### src/lpse_pkg.sv
// Package for the LSB pixel steganography embedder.
// Holds shared widths, register indexes and the channel mask helpers.
// No dependencies.
package lpse_pkg;

   localparam int CHAN_BITS      = 8;
   localparam int CHAR_BITS      = 8;
   localparam int BPC_BITS       = 2;
   localparam int MSG_LEN_BITS   = 24;
   localparam int CSR_DATA_BITS  = 24;
   localparam int CSR_INDEX_BITS = 2;
   localparam int WORD_BITS      = 32;
   localparam int REM_BITS       = 6;
   localparam int COUNT_BITS     = 25;
   localparam int FIELD_BITS     = 3;

   // register indexes on the csr port
   localparam logic [CSR_INDEX_BITS-1:0] CSR_BITS_PER_CHANNEL = 2'd0;
   localparam logic [CSR_INDEX_BITS-1:0] CSR_MESSAGE_LENGTH   = 2'd1;

   localparam logic [BPC_BITS-1:0]  BPC_RESET = 2'd1;
   localparam logic [REM_BITS-1:0]  REM_FULL  = 6'd32;

   localparam logic [CHAN_BITS-1:0] MASK_ONE_BIT    = 8'hFE;
   localparam logic [CHAN_BITS-1:0] MASK_TWO_BITS   = 8'hFC;
   localparam logic [CHAN_BITS-1:0] MASK_THREE_BITS = 8'hF8;

   typedef logic [CHAN_BITS-1:0] chan_type;
   typedef logic [REM_BITS-1:0]  rem_type;

   // mask that clears the low n bits of a channel (n is 1..3)
   function automatic chan_type clear_mask_f(input logic [BPC_BITS-1:0] n);
      chan_type m;
      unique case (n)
         2'd1:    m = MASK_ONE_BIT;
         2'd2:    m = MASK_TWO_BITS;
         default: m = MASK_THREE_BITS;
      endcase
      return m;
   endfunction

   // low n bits set (n is 1..3)
   function automatic logic [FIELD_BITS-1:0] low_mask_f(input logic [BPC_BITS-1:0] n);
      logic [FIELD_BITS-1:0] m;
      unique case (n)
         2'd1:    m = 3'b001;
         2'd2:    m = 3'b011;
         default: m = 3'b111;
      endcase
      return m;
   endfunction

endpackage

### src/lpse_channel_insert.sv
// One colour channel of the embedder: pick the next field of the word and
// merge it into the channel's low bits. Depends on lpse_pkg.
module lpse_channel_insert (
   input  logic [lpse_pkg::CHAN_BITS-1:0] chan_in,
   input  logic [lpse_pkg::WORD_BITS-1:0] word,
   input  logic [lpse_pkg::REM_BITS-1:0]  rem_in,
   input  logic [lpse_pkg::BPC_BITS-1:0]  bits,
   output logic [lpse_pkg::CHAN_BITS-1:0] chan_out,
   output logic [lpse_pkg::REM_BITS-1:0]  rem_out
);
   import lpse_pkg::*;

   logic [WORD_BITS+FIELD_BITS-1:0] word_ext;
   logic [WORD_BITS+FIELD_BITS-1:0] shifted;
   logic [REM_BITS-1:0]             shift_amt;
   logic [REM_BITS-1:0]             bits_wide;
   logic [FIELD_BITS-1:0]           field;

   // pad three zero bits below the word so a short tail lands MSB-aligned
   assign word_ext  = {word, {FIELD_BITS{1'b0}}};
   assign bits_wide = {{(REM_BITS-BPC_BITS){1'b0}}, bits};
   assign shift_amt = rem_in + REM_BITS'(FIELD_BITS) - bits_wide;
   assign shifted   = word_ext >> shift_amt;
   assign field     = shifted[FIELD_BITS-1:0] & low_mask_f(bits);

   always_comb begin
      if (rem_in == '0) begin
         chan_out = chan_in;
         rem_out  = '0;
      end else begin
         chan_out = (chan_in & clear_mask_f(bits))
                  | {{(CHAN_BITS-FIELD_BITS){1'b0}}, field};
         rem_out  = (rem_in > bits_wide) ? rem_in - bits_wide : '0;
      end
   end

endmodule

### src/lsb_pixel_stego_embedder_unit.sv
// Top level of the LSB pixel steganography embedder.
// Depends on lpse_pkg and lpse_channel_insert.
//
// Pixels arrive in raster order, one beat per pixel, and leave in the same
// order with message bits hidden in the low bits of red, green and blue.
// The first 32-bit word is the message length, then one word per character
// (char_code zero-extended), MSB first, R then G then B, bits_per_channel
// bits per channel (0 acts as 3). A word that ends inside a pixel pads its
// last field with zero low bits and leaves the following channels untouched;
// the next word starts on the next pixel. Length-word pixels keep alpha,
// character pixels get alpha 0, and once message_length characters are in,
// pixels pass unchanged with message_done set. char_taken marks the pixel
// that finished a character: hold char_code until that beat is seen. The
// block takes one pixel per cycle while rsp_stall does not hold it back; a
// pixel passes an input register then a result register, with the bit pointer
// update (three chained channel inserts of a 35-bit shift each) in between.
// Write the csr registers only while no pixel is in flight.
module lsb_pixel_stego_embedder_unit (
   input  logic                                clock,
   input  logic                                reset,
   // configuration
   input  logic                                csr_write,
   input  logic [lpse_pkg::CSR_INDEX_BITS-1:0] csr_index,
   input  logic [lpse_pkg::CSR_DATA_BITS-1:0]  csr_data,
   // pixel input
   input  logic                                req_valid,
   output logic                                req_stall,
   input  logic [lpse_pkg::CHAN_BITS-1:0]      req_red_in,
   input  logic [lpse_pkg::CHAN_BITS-1:0]      req_green_in,
   input  logic [lpse_pkg::CHAN_BITS-1:0]      req_blue_in,
   input  logic [lpse_pkg::CHAN_BITS-1:0]      req_alpha_in,
   input  logic [lpse_pkg::CHAR_BITS-1:0]      req_char_code,
   // pixel output
   output logic                                rsp_valid,
   input  logic                                rsp_stall,
   output logic [lpse_pkg::CHAN_BITS-1:0]      rsp_red_out,
   output logic [lpse_pkg::CHAN_BITS-1:0]      rsp_green_out,
   output logic [lpse_pkg::CHAN_BITS-1:0]      rsp_blue_out,
   output logic [lpse_pkg::CHAN_BITS-1:0]      rsp_alpha_out,
   output logic                                rsp_char_taken,
   output logic                                rsp_message_done
);
   import lpse_pkg::*;

   // configuration registers
   logic [BPC_BITS-1:0]     bits_per_channel_ff;
   logic [MSG_LEN_BITS-1:0] message_length_ff;

   // embedding state
   logic [REM_BITS-1:0]     bits_remaining_ff, bits_remaining_in;
   logic [COUNT_BITS-1:0]   word_counter_ff, word_counter_in;

   // input stage
   logic                    in_valid_ff;
   logic [CHAN_BITS-1:0]    in_red_ff, in_green_ff, in_blue_ff, in_alpha_ff;
   logic [CHAR_BITS-1:0]    in_char_ff;

   // result stage
   logic                    out_valid_ff;
   logic [CHAN_BITS-1:0]    out_red_ff, out_green_ff, out_blue_ff, out_alpha_ff;
   logic                    out_taken_ff, out_done_ff;

   logic                    out_free;
   logic                    advance;
   logic                    in_load;

   logic                    msg_done;
   logic                    header;
   logic [BPC_BITS-1:0]     eff_bits;
   logic [WORD_BITS-1:0]    word;
   logic [REM_BITS-1:0]     rem_r, rem_g, rem_b;
   logic [CHAN_BITS-1:0]    red_emb, green_emb, blue_emb;
   logic                    word_done;

   logic [CHAN_BITS-1:0]    red_in, green_in, blue_in, alpha_in;
   logic                    taken_in, done_in;

   // ---------------------------------------------------------------- handshake
   // result register frees when empty or when its beat is taken
   assign out_free  = !out_valid_ff || !rsp_stall;
   assign advance   = in_valid_ff && out_free;
   assign in_load   = req_valid && !req_stall;
   assign req_stall = in_valid_ff && !advance;

   // ---------------------------------------------------------------- csr
   always_ff @(posedge clock) begin
      if (reset) begin
         bits_per_channel_ff <= BPC_RESET;
         message_length_ff   <= '0;
      end else if (csr_write) begin
         unique case (csr_index)
            CSR_BITS_PER_CHANNEL: bits_per_channel_ff <= csr_data[BPC_BITS-1:0];
            CSR_MESSAGE_LENGTH:   message_length_ff   <= csr_data[MSG_LEN_BITS-1:0];
            default: ;
         endcase
      end
   end

   // ---------------------------------------------------------------- input stage
   always_ff @(posedge clock) begin
      if (reset) begin
         in_valid_ff <= 1'b0;
      end else if (in_load) begin
         in_valid_ff <= 1'b1;
      end else if (advance) begin
         in_valid_ff <= 1'b0;
      end
   end

   always_ff @(posedge clock) begin
      if (in_load) begin
         in_red_ff   <= req_red_in;
         in_green_ff <= req_green_in;
         in_blue_ff  <= req_blue_in;
         in_alpha_ff <= req_alpha_in;
         in_char_ff  <= req_char_code;
      end
   end

   // ---------------------------------------------------------------- embed
   // message is done once the word index passes the character count
   assign msg_done = word_counter_ff > {1'b0, message_length_ff};
   assign header   = (word_counter_ff == '0);
   assign eff_bits = (bits_per_channel_ff == '0) ? 2'd3 : bits_per_channel_ff;
   assign word     = header ? {{(WORD_BITS-MSG_LEN_BITS){1'b0}}, message_length_ff}
                            : {{(WORD_BITS-CHAR_BITS){1'b0}}, in_char_ff};

   lpse_channel_insert u_red (
      .chan_in  (in_red_ff),
      .word     (word),
      .rem_in   (bits_remaining_ff),
      .bits     (eff_bits),
      .chan_out (red_emb),
      .rem_out  (rem_r)
   );

   lpse_channel_insert u_green (
      .chan_in  (in_green_ff),
      .word     (word),
      .rem_in   (rem_r),
      .bits     (eff_bits),
      .chan_out (green_emb),
      .rem_out  (rem_g)
   );

   lpse_channel_insert u_blue (
      .chan_in  (in_blue_ff),
      .word     (word),
      .rem_in   (rem_g),
      .bits     (eff_bits),
      .chan_out (blue_emb),
      .rem_out  (rem_b)
   );

   assign word_done = (rem_b == '0);

   // result beat for the pixel in the input stage
   always_comb begin
      if (msg_done) begin
         red_in   = in_red_ff;
         green_in = in_green_ff;
         blue_in  = in_blue_ff;
         alpha_in = in_alpha_ff;
         taken_in = 1'b0;
         done_in  = 1'b1;
      end else begin
         red_in   = red_emb;
         green_in = green_emb;
         blue_in  = blue_emb;
         alpha_in = header ? in_alpha_ff : '0;
         taken_in = word_done && !header;
         done_in  = 1'b0;
      end
   end

   // bit pointer: advance to the next word on completion, else keep the tail
   always_comb begin
      bits_remaining_in = bits_remaining_ff;
      word_counter_in   = word_counter_ff;
      if (!msg_done) begin
         if (word_done) begin
            bits_remaining_in = REM_FULL;
            word_counter_in   = word_counter_ff + 1'b1;
         end else begin
            bits_remaining_in = rem_b;
         end
      end
   end

   always_ff @(posedge clock) begin
      if (reset) begin
         bits_remaining_ff <= REM_FULL;
         word_counter_ff   <= '0;
      end else if (advance) begin
         bits_remaining_ff <= bits_remaining_in;
         word_counter_ff   <= word_counter_in;
      end
   end

   // ---------------------------------------------------------------- result stage
   always_ff @(posedge clock) begin
      if (reset) begin
         out_valid_ff <= 1'b0;
      end else if (advance) begin
         out_valid_ff <= 1'b1;
      end else if (!rsp_stall) begin
         out_valid_ff <= 1'b0;
      end
   end

   always_ff @(posedge clock) begin
      if (advance) begin
         out_red_ff   <= red_in;
         out_green_ff <= green_in;
         out_blue_ff  <= blue_in;
         out_alpha_ff <= alpha_in;
         out_taken_ff <= taken_in;
         out_done_ff  <= done_in;
      end
   end

   assign rsp_valid        = out_valid_ff;
   assign rsp_red_out      = out_red_ff;
   assign rsp_green_out    = out_green_ff;
   assign rsp_blue_out     = out_blue_ff;
   assign rsp_alpha_out    = out_alpha_ff;
   assign rsp_char_taken   = out_taken_ff;
   assign rsp_message_done = out_done_ff;

`ifndef SYNTHESIS
   // the bit pointer always names a live position inside a 32-bit word
   a_rem_range: assert property (@(posedge clock) disable iff (reset)
      bits_remaining_ff != '0 && bits_remaining_ff <= REM_FULL)
      else $error("bits_remaining out of range");

   // a finished word moves the counter by exactly one and restarts the word
   a_word_step: assert property (@(posedge clock) disable iff (reset)
      advance && !msg_done && word_done |=>
         word_counter_ff == $past(word_counter_ff) + 1'b1
         && bits_remaining_ff == REM_FULL)
      else $error("word counter did not step on word completion");

   // a pass-through beat never claims a character
   a_taken_done: assert property (@(posedge clock) disable iff (reset)
      rsp_valid |-> !(rsp_char_taken && rsp_message_done))
      else $error("char_taken on a pass-through pixel");

   // stall only with a held pixel in the input stage
   a_stall_held: assert property (@(posedge clock) disable iff (reset)
      req_stall |-> in_valid_ff && out_valid_ff && rsp_stall)
      else $error("input stalled without back-pressure");
`endif

endmodule
### config.mk
export PLATFORM = sky130hd
export DESIGN_NAME = lsb_pixel_stego_embedder_unit
export DESIGN_NICKNAME = d
export VERILOG_FILES = /design/src/lpse_pkg.sv /design/src/lpse_channel_insert.sv /design/src/lsb_pixel_stego_embedder_unit.sv
export SDC_FILE = /design/constraint.sdc
export NUM_CORES = 1
export LEC_CHECK = 0
export CAP_MARGIN = 20
export CORE_MARGIN = 1
export CORE_UTILIZATION = 65
export DETAILED_ROUTE_END_ITERATION = 8
export DONT_BUFFER_PORTS = 1
export PLACE_DENSITY = 0.81
export SYNTH_ARGS = -nofsm -noshare
export SYNTH_HDL_FRONTEND = slang
export SYNTH_SLANG_ARGS = --single-unit
### constraint.sdc
create_clock -name clock -period 7.15 [get_ports clock]
set_input_delay 0.715 -clock clock [delete_from_list [all_inputs] [get_ports clock]]
set_output_delay 0.715 -clock clock [all_outputs]
set_load 0.02 [all_outputs]
==> summary.txt, run 1 <==
Logic synthesis
  • Ys flop type: edfxtp_1
  • Post-synthesis sequential area ratio: 0.369
  • Cells after Synth: 919
  • Netlist cell types: 77
  • Total nets after synthesis: 1053
  • Async set or reset register ratio after synthesis: 0
  • Cell with the most instances after synthesis: nand2_1
  • Ranking of synthesized cells by area: edfxtp_1 (24%), dfxtp_1 (13%), mux4_2 (11%), ha_1 (8.1%), nand2_1 (4.3%)
  • Area share of the largest cell type after synthesis: 0.241
  • Top post-synthesis cells by count: nand2_1 (106), edfxtp_1 (74), inv_1 (61), ha_1 (60), dfxtp_1 (59)
  • Synth warn: 0
  • Post-synth EDFFs: 74
  • #FFs+latches synth: 133
  • Cell Area, Synth: 9230 µm²
  • Average instance area after synthesis: 10.0 µm²
  • Synth area leader: edfxtp_1

Floorplan
  • Die Ht: 121 µm
  • Placeable Area: 13900 µm²
  • Die width: 121 µm
  • Rows: 43
  • Starting Density: 0.665
  • Die area: 14700 µm²
  • # IOs: 107

Placement
  • Placed instance count: 1058
  • Placed cell areas: 9320 µm²
  • DP HPWL: 17300 µm
  • PortBufs: 0
  • Gpl congestion: 0.984
  • Place WS: 0.544 ns

Status
  • Status: completed

Setup path
  • Delay of the slowest cell on the worst path: 0.81 ns
  • Startpoint Class: flip-flop
  • CP max FO: 12
  • Setup crit end kind: flip-flop
  • Worst path required time: 7.42 ns
  • Crit path DAT: 6.95 ns
  • Slowest CP cell: fa_1
  • Sequence of cells on the critical path: inv_1 -> ha_1 -> xnor2_4 -> inv_1 -> ha_1 -> a21oi_1 -> a211o_1 -> nand2_1 -> nand2_1 -> ha_1 -> nor3b_1 -> a221oi_1 -> a211o_1 -> and2_1 -> inv_1 -> ha_1 -> nand2_1 -> fa_1 -> mux4_2 -> nor2b_1 -> mux2_2 -> a311o_1 -> o31ai_1
  • Critical path type: flip-flop to flip-flop
  • R2R cell count: 23
  • CP most frequent cell: ha_1

Global route
  • Initial antenna violation count: 0
  • Total GRT Usage: 0.348
  • Total grt overflow: 0
  • Vias in the first global route: 7272
  • Largest net degree at the start of global routing: 72
  • First-pass GRT wire length: 38500 µm

STA
  • Setup ws final: 0.465 ns
  • RSZ-0062 raised after global routing: no
  • Final setup viols: 0
  • Setup TNS: 0 ns
  • Minimum clock period: 6.69 ns
  • Slew @ Worst Pin: 1.10 ns
  • Rel. slew slack: 0.244
  • Final period utilization: 0.935
  • Slew Limit Fails: 0
  • Maximum clock rate: 150 MHz
  • Clock Skew: 0.00938 ns
  • Fin. Hold Viols: 0

Finish
  • Final net count: 1032
  • Number of diodes: 0
  • Layout cells sized above 1: 0.134
  • Non-filler cells in the finished layout: 1091
  • Final Instance Area: 9970 µm²
  • Area Overhead vs Synth: 8.04%

Clock tree
  • CTS root buffer: clkbuf_16
  • # hold bufs at CTS: 0
  • Clock slew at reported path FFs: 0.06 ns
  • Post-CTS setup repair buffer count: 0
  • Worst skew pair latency: 0.44 ns
  • CTS tree: built
  • TritonCTS Buffers: 17
  • Post-CTS Resized: 0
  • Clock tree buffer depth: 2
  • H-tree level count: 4
  • Sink Count: 133

Route
  • Drt total wl: 24500 µm
  • DRC Markers: 0
  • Detail Route Antenna Nets: 0
  • First-pass DRT Iterations: 7
  • Initial detailed-routing violation count: 894
  • Drt wl/cell: 22.5 µm
  • Vias/cell: 6.92
  • Vias: 7551

Pwr
  • PnR Total Power: 4.91 mW
  • Leak: 3.67 nW
  • Switch share: 0.471
  • Peak supply drop: 0.346 mV
  • Combinational fraction of design power: 0.625
  • P_int: 2.60 mW
  • Clock network power share: 0.188
  • Pwr/cell area: 493 nW/µm²
  • Flop pwr share: 0.187
  • Psw: 2.32 mW

Hold path
  • Worst hold path class: input port to flip-flop
  • Hold depth: 1

Flow run
  • Max cap viols: 0
-- cells by family (layout without fill, tap and decap cells) --
| family | after synthesis | after routing | share of synthesized area |
|---|---|---|---|
| AOI/OAI and AO/OA | 196 | 196 | 0.144 |
| adders and majority gates | 63 | 63 | 0.0879 |
| DFF | 133 | 133 | 0.369 |
| buffers and inverters | 115 | 107 | 0.0509 |
| muxes | 94 | 94 | 0.165 |
| and+or+nand+nor | 302 | 302 | 0.166 |
| xor gates and xnor gates | 16 | 16 | 0.0172 |
-- power groups by stage --
| stage | combinational, mW | clock [mW] | sequential [mW] |
|---|---|---|---|
| 2_1_floorplan | 2.40 | 0 | 0.914 |
| 3_3_place_gp | 2.91 | 0 | 0.932 |
| 3_5_place_dp | 2.97 | 0 | 0.935 |
| 4_1_cts | 3.00 | 0.927 | 0.919 |
| 5_1_grt | 3.28 | 0.953 | 0.924 |
| 6_report | 3.07 | 0.925 | 0.919 |
-- worst paths after layout --
kind	startpoint	endpoint	slack [ns]
max	bits_per_channel_ff[1]	rsp_blue_out[0]	0.46
min	reset	word_counter_ff[16]	0.35
max reg2reg	bits_per_channel_ff[1]	rsp_blue_out[0]	0.46
min reg2reg	in_red_ff[7]	rsp_red_out[7]	0.42
-- flip-flops by register name, summed over array words and instances (netlist names), 2 cells and up --
register,cells
in_red_ff,8
rsp_green_out,8
bits_remaining_ff,6
message_length_ff,24
in_blue_ff,8
in_char_ff,8
rsp_alpha_out,8
rsp_blue_out,8
word_counter_ff,25
rsp_red_out,8
in_alpha_ff,8
in_green_ff,8
bits_per_channel_ff,2
-- metrics by stage --
stage / util / hold slack, ns
after detailed placement: 0.671 / 0.405
after global placement: 0.671 / 0.400
after CTS: 0.717 / 0.339
final: 0.718 / 0.347
after floorplan: - / 0.400
after global routing: 0.718 / 0.343
-- cell usage in the layout, fill, tap and decap left out, types with 4 or more instances in the layout --
| cell type | instances |
|---|---|
| a21oi_1 | 57 |
| dfxtp_1 | 59 |
| xnor2_1 | 10 |
| nor2b_1 | 15 |
| edfxtp_1 | 74 |
| nor2_1 | 43 |
| clkbuf_16 | 20 |
| nand4_1 | 12 |
| nor4_1 | 12 |
| inv_1 | 61 |
| a211oi_1 | 8 |
| o22ai_1 | 4 |
| mux2_1 | 7 |
| mux2i_1 | 32 |
| and2_1 | 18 |
| and3_1 | 11 |
| xor2_1 | 5 |
| a21o_1 | 11 |
| nand2_1 | 106 |
| a31oi_1 | 7 |
| o21ai_0 | 31 |
| buf_4 | 9 |
| nand3_1 | 21 |
| a211o_1 | 6 |
| mux4_2 | 45 |
| nor3_1 | 16 |
| o21a_1 | 4 |
| ha_1 | 60 |
| o31ai_1 | 19 |
| or4_1 | 13 |
| inv_2 | 4 |
| o211ai_1 | 9 |
| inv_6 | 4 |
| nor3b_1 | 6 |
| mux2_2 | 10 |
| nand2b_1 | 10 |
-- final cells by class --
cell class                 count  area (µm²)
clock buffer                  20         500
clock inverter                12         129
fill                         996        3910
inverter                      65         244
multi-input combinational    671        5380
sequential                   133        3400
tap                          180         225
timing repair buffer          10        87.6
-- layer usage --
layer	GRT usage	vias up	share of wire
met5	0	-	0
met4	0.147	0	0.031
met3	0.0747	69	0.10
met2	0.563	464	0.48
met1	0.452	3621	0.39
li1	-	3397	-
-- worst max-delay path: cells and delay by family (launching register included) --
kind / cells / cell delay, ns
AO/OA/AOI/OAI: 6 / 1.95
XOR/XNOR: 1 / 0.20
adder cells (fa/ha/maj): 5 / 2.19
buffers and inverters: 3 / 0.22
flip-flops: 1 / 0.31
multiplexers: 2 / 0.87
AND/OR/NAND/NOR: 6 / 0.73
Power figures use the tool's default switching activity.
==> run 2: changes to the inputs <==
--- a/config.mk
+++ b/config.mk
@@ -7,10 +7,10 @@
 export LEC_CHECK = 0
 export CAP_MARGIN = 20
 export CORE_MARGIN = 1
-export CORE_UTILIZATION = 65
+export CORE_UTILIZATION = 60
 export DETAILED_ROUTE_END_ITERATION = 8
 export DONT_BUFFER_PORTS = 1
-export PLACE_DENSITY = 0.81
+export PLACE_DENSITY = 0.76
 export SYNTH_ARGS = -nofsm -noshare
 export SYNTH_HDL_FRONTEND = slang
 export SYNTH_SLANG_ARGS = --single-unit
==> constraint.sdc (replaced) <==
create_clock -name clock -period 7.15 [get_ports clock]
set_input_delay 0.715 -clock clock [delete_from_list [all_inputs] [get_ports clock]]
set_output_delay 0.715 -clock clock [all_outputs]
set_load 0.01 [all_outputs]
==> run 2 against run 1 <==
Sequential cell count is the same. Cell area hardly changed. Count of clock-buffer cells in the layout down 2. Wire length decreased by 3.0%. Clock power shrank 2.6%. Non-clock buffer count is 2 higher.
==> summary.txt, run 2 (same netlist as run 1, synthesis figures left out) <==
STA
  • Slew @ Worst Pin: 1.05 ns (-0.0570 ns)
  • Minimum clock period: 6.16 ns (-0.528 ns)
  • Slew Limit Fails: 0 (unchanged)
  • RSZ-0062 raised after global routing: no
  • Fin. Hold Viols: 0 (unchanged)
  • Clock Skew: 0.00941 ns (+0.0000247 ns)
  • Final period utilization: 0.861 (-0.0739)
  • Final setup viols: 0 (unchanged)
  • Setup ws final: 0.993 ns (+0.528 ns)
  • Rel. slew slack: 0.283 (+0.0391)
  • Maximum clock rate: 162 MHz (+8.6%)
  • Setup TNS: 0 ns (unchanged)

Placement
  • Placed instance count: 1064 (+0.57%)
  • Place WS: 1.07 ns (+0.526 ns)
  • Gpl congestion: 0.944 (-4.0%)
  • PortBufs: 0 (unchanged)
  • DP HPWL: 16900 µm (-2.0%)

Setup path
  • R2R cell count: 25 (+8.7%)
  • Critical R2R Capture: rsp_blue_out[0]
  • Crit path DAT: 6.41 ns (-0.54 ns)
  • Crit path max-delay family: compound AO/OA/AOI/OAI gates
  • Critical path type: flip-flop to flip-flop
  • Number of buffers and inverters on the critical path: 5 (+2)
  • CP max FO: 16 (+4)
  • Delay of the slowest cell on the worst path: 0.52 ns (-0.29 ns)
  • Startpoint Class: flip-flop
  • Setup crit end kind: flip-flop
  • Origin of the critical flop-to-flop path: bits_per_channel_ff[0]
  • CP most frequent cell: ha_1
  • Slowest CP cell: mux4_2
  • Setup slack, reg-to-reg: 0.99 ns (+0.53 ns)
  • Worst path required time: 7.40 ns (-0.02 ns)

Pwr
  • Pwr/cell area: 486 nW/µm² (-1.5%)
  • Peak supply drop: 0.355 mV (+2.5%)
  • PnR Total Power: 4.84 mW (-1.5%)
  • Leak: 3.68 nW (+0.14%)
  • Switch share: 0.466 (-0.00514)
  • P_int: 2.58 mW (-0.51%)
  • Combinational fraction of design power: 0.626 (about the same)
  • Clock network power share: 0.186 (-0.002)
  • Psw: 2.26 mW (-2.5%)
  • Flop pwr share: 0.188 (about the same)

Clock tree
  • Post-CTS Resized: 0 (unchanged)
  • TritonCTS Buffers: 17 (unchanged)
  • # hold bufs at CTS: 0 (unchanged)
  • Post-CTS setup repair buffer count: 0 (unchanged)
  • CTS root buffer: clkbuf_16
  • H-tree level count: 4 (unchanged)
  • CTS tree: built
  • Sink Count: 133 (unchanged)
  • Clock slew at reported path FFs: 0.06 ns (about the same)
  • Worst skew pair latency: 0.43 ns (about the same)
  • Clock tree buffer depth: 2 (unchanged)

Status
  • Status: completed

Floorplan
  • Die Ht: 126 µm (+4.0%)
  • Die area: 15900 µm² (+8.2%)
  • # IOs: 107 (unchanged)
  • Starting Density: 0.625 (-0.0393)
  • Placeable Area: 14800 µm² (+6.3%)
  • Rows: 44 (+2.3%)
  • Die width: 126 µm (+4.0%)

Flow run
  • Max cap viols: 0 (unchanged)

Hold path
  • Worst Hold End: word_counter_ff[10]
  • Hold depth: 1 (unchanged)
  • Min-delay src: reset
  • Worst hold path class: input port to flip-flop

Finish
  • Biggest register: word_counter_ff
  • Non-filler cells in the finished layout: 1097 (+0.55%)
  • Number of diodes: 0 (unchanged)
  • Most frequent cells in the layout: nand2_1 (106), edfxtp_1 (74), inv_1 (61)
  • Most common cell after layout, fill and taps aside: nand2_1
  • Post-layout util: 0.676 (-0.0422)
  • Area Overhead vs Synth: 8.08% (about the same)
  • Max reg flops: 25 (unchanged)
  • # fillers: 1140 (+14%)
  • Final net count: 1034 (+0.19%)
  • Layout cells sized above 1: 0.136 (+0.00190)
  • Biggest regs: word_counter_ff: 25 flops, message_length_ff: 24 flops

Route
  • Drt wl/cell: 21.7 µm (-3.6%)
  • First-pass DRT Iterations: 5 (-2)
  • Detail Route Antenna Nets: 0 (unchanged)
  • Vias: 7376 (-2.3%)
  • DRC Markers: 0 (unchanged)
  • Drt total wl: 23800 µm (-3.0%)
  • Vias/cell: 6.72 (-2.9%)
  • Initial detailed-routing violation count: 782 (-13%)

Global route
  • Total GRT Usage: 0.310 (-0.0381)
  • First-pass GRT wire length: 38200 µm (-0.70%)
  • Initial antenna violation count: 0 (unchanged)
  • Largest net degree at the start of global routing: 72 (unchanged)
  • Total grt overflow: 0 (unchanged)
  • Vias in the first global route: 7103 (-2.3%)
run 2: cell count changes in the layout (fill, tap and decap cells not counted), sizes merged:
cell,delta
buf,+2
bufinv,+1
clkbuf,-2
clkinv,+2
clkinvlp,-1
run 2: how the worst max path moves through the flow:
| stage | end | depth (start not counted) | startpoint |
|---|---|---|---|
| after global placement | rsp_blue_out[0] | 25 | bits_per_channel_ff[0] |
| final | rsp_blue_out[0] | 25 | bits_per_channel_ff[0] |
| after detailed placement | rsp_blue_out[0] | 25 | bits_per_channel_ff[0] |
| after floorplan | rsp_blue_out[0] | 25 | bits_per_channel_ff[0] |
| after global routing | word_counter_ff[22] | 26 | bits_per_channel_ff[0] |
| after CTS | rsp_blue_out[0] | 25 | bits_per_channel_ff[0] |
run 2: through the flow:
stage,instance area (µm²),hold slack [ns]
6_report,9970,0.351
5_1_grt,9970,0.339
4_1_cts,9950,0.343
3_5_place_dp,9340,0.405
3_3_place_gp,9340,0.400
2_1_floorplan,9230,0.400
run 2: layer usage:
| metal | track usage | up-vias | wire length, µm |
|---|---|---|---|
| met1 | 0.411 | 3599 | 9910 |
| li1 | - | 3411 | - |
| met2 | 0.505 | 321 | 11700 |
| met5 | 0 | - | 0 |
| met4 | 0.101 | 0 | 566 |
| met3 | 0.0705 | 45 | 1650 |
run 2: power groups by stage:
stage               clock [mW]  sequential [mW]  combinational [mW]
finish                   0.901            0.909                3.03
global route             0.945            0.913                3.30
CTS                      0.912            0.908                2.99
detailed placement           0            0.925                2.97
global placement             0            0.923                2.91
floorplan                    0            0.904                2.40
run 2: final cells by class:
cell class	instances	area, µm²	area share
Timing Repair Buffer	12	103	0.0103
Clock buffer	18	450	0.0452
Clock inverter	14	163	0.0163
Multi-Input combinational cell	671	5380	0.539
Inverter	65	244	0.0245
Sequential cell	133	3400	0.341
Tap cell	184	230	0.0231
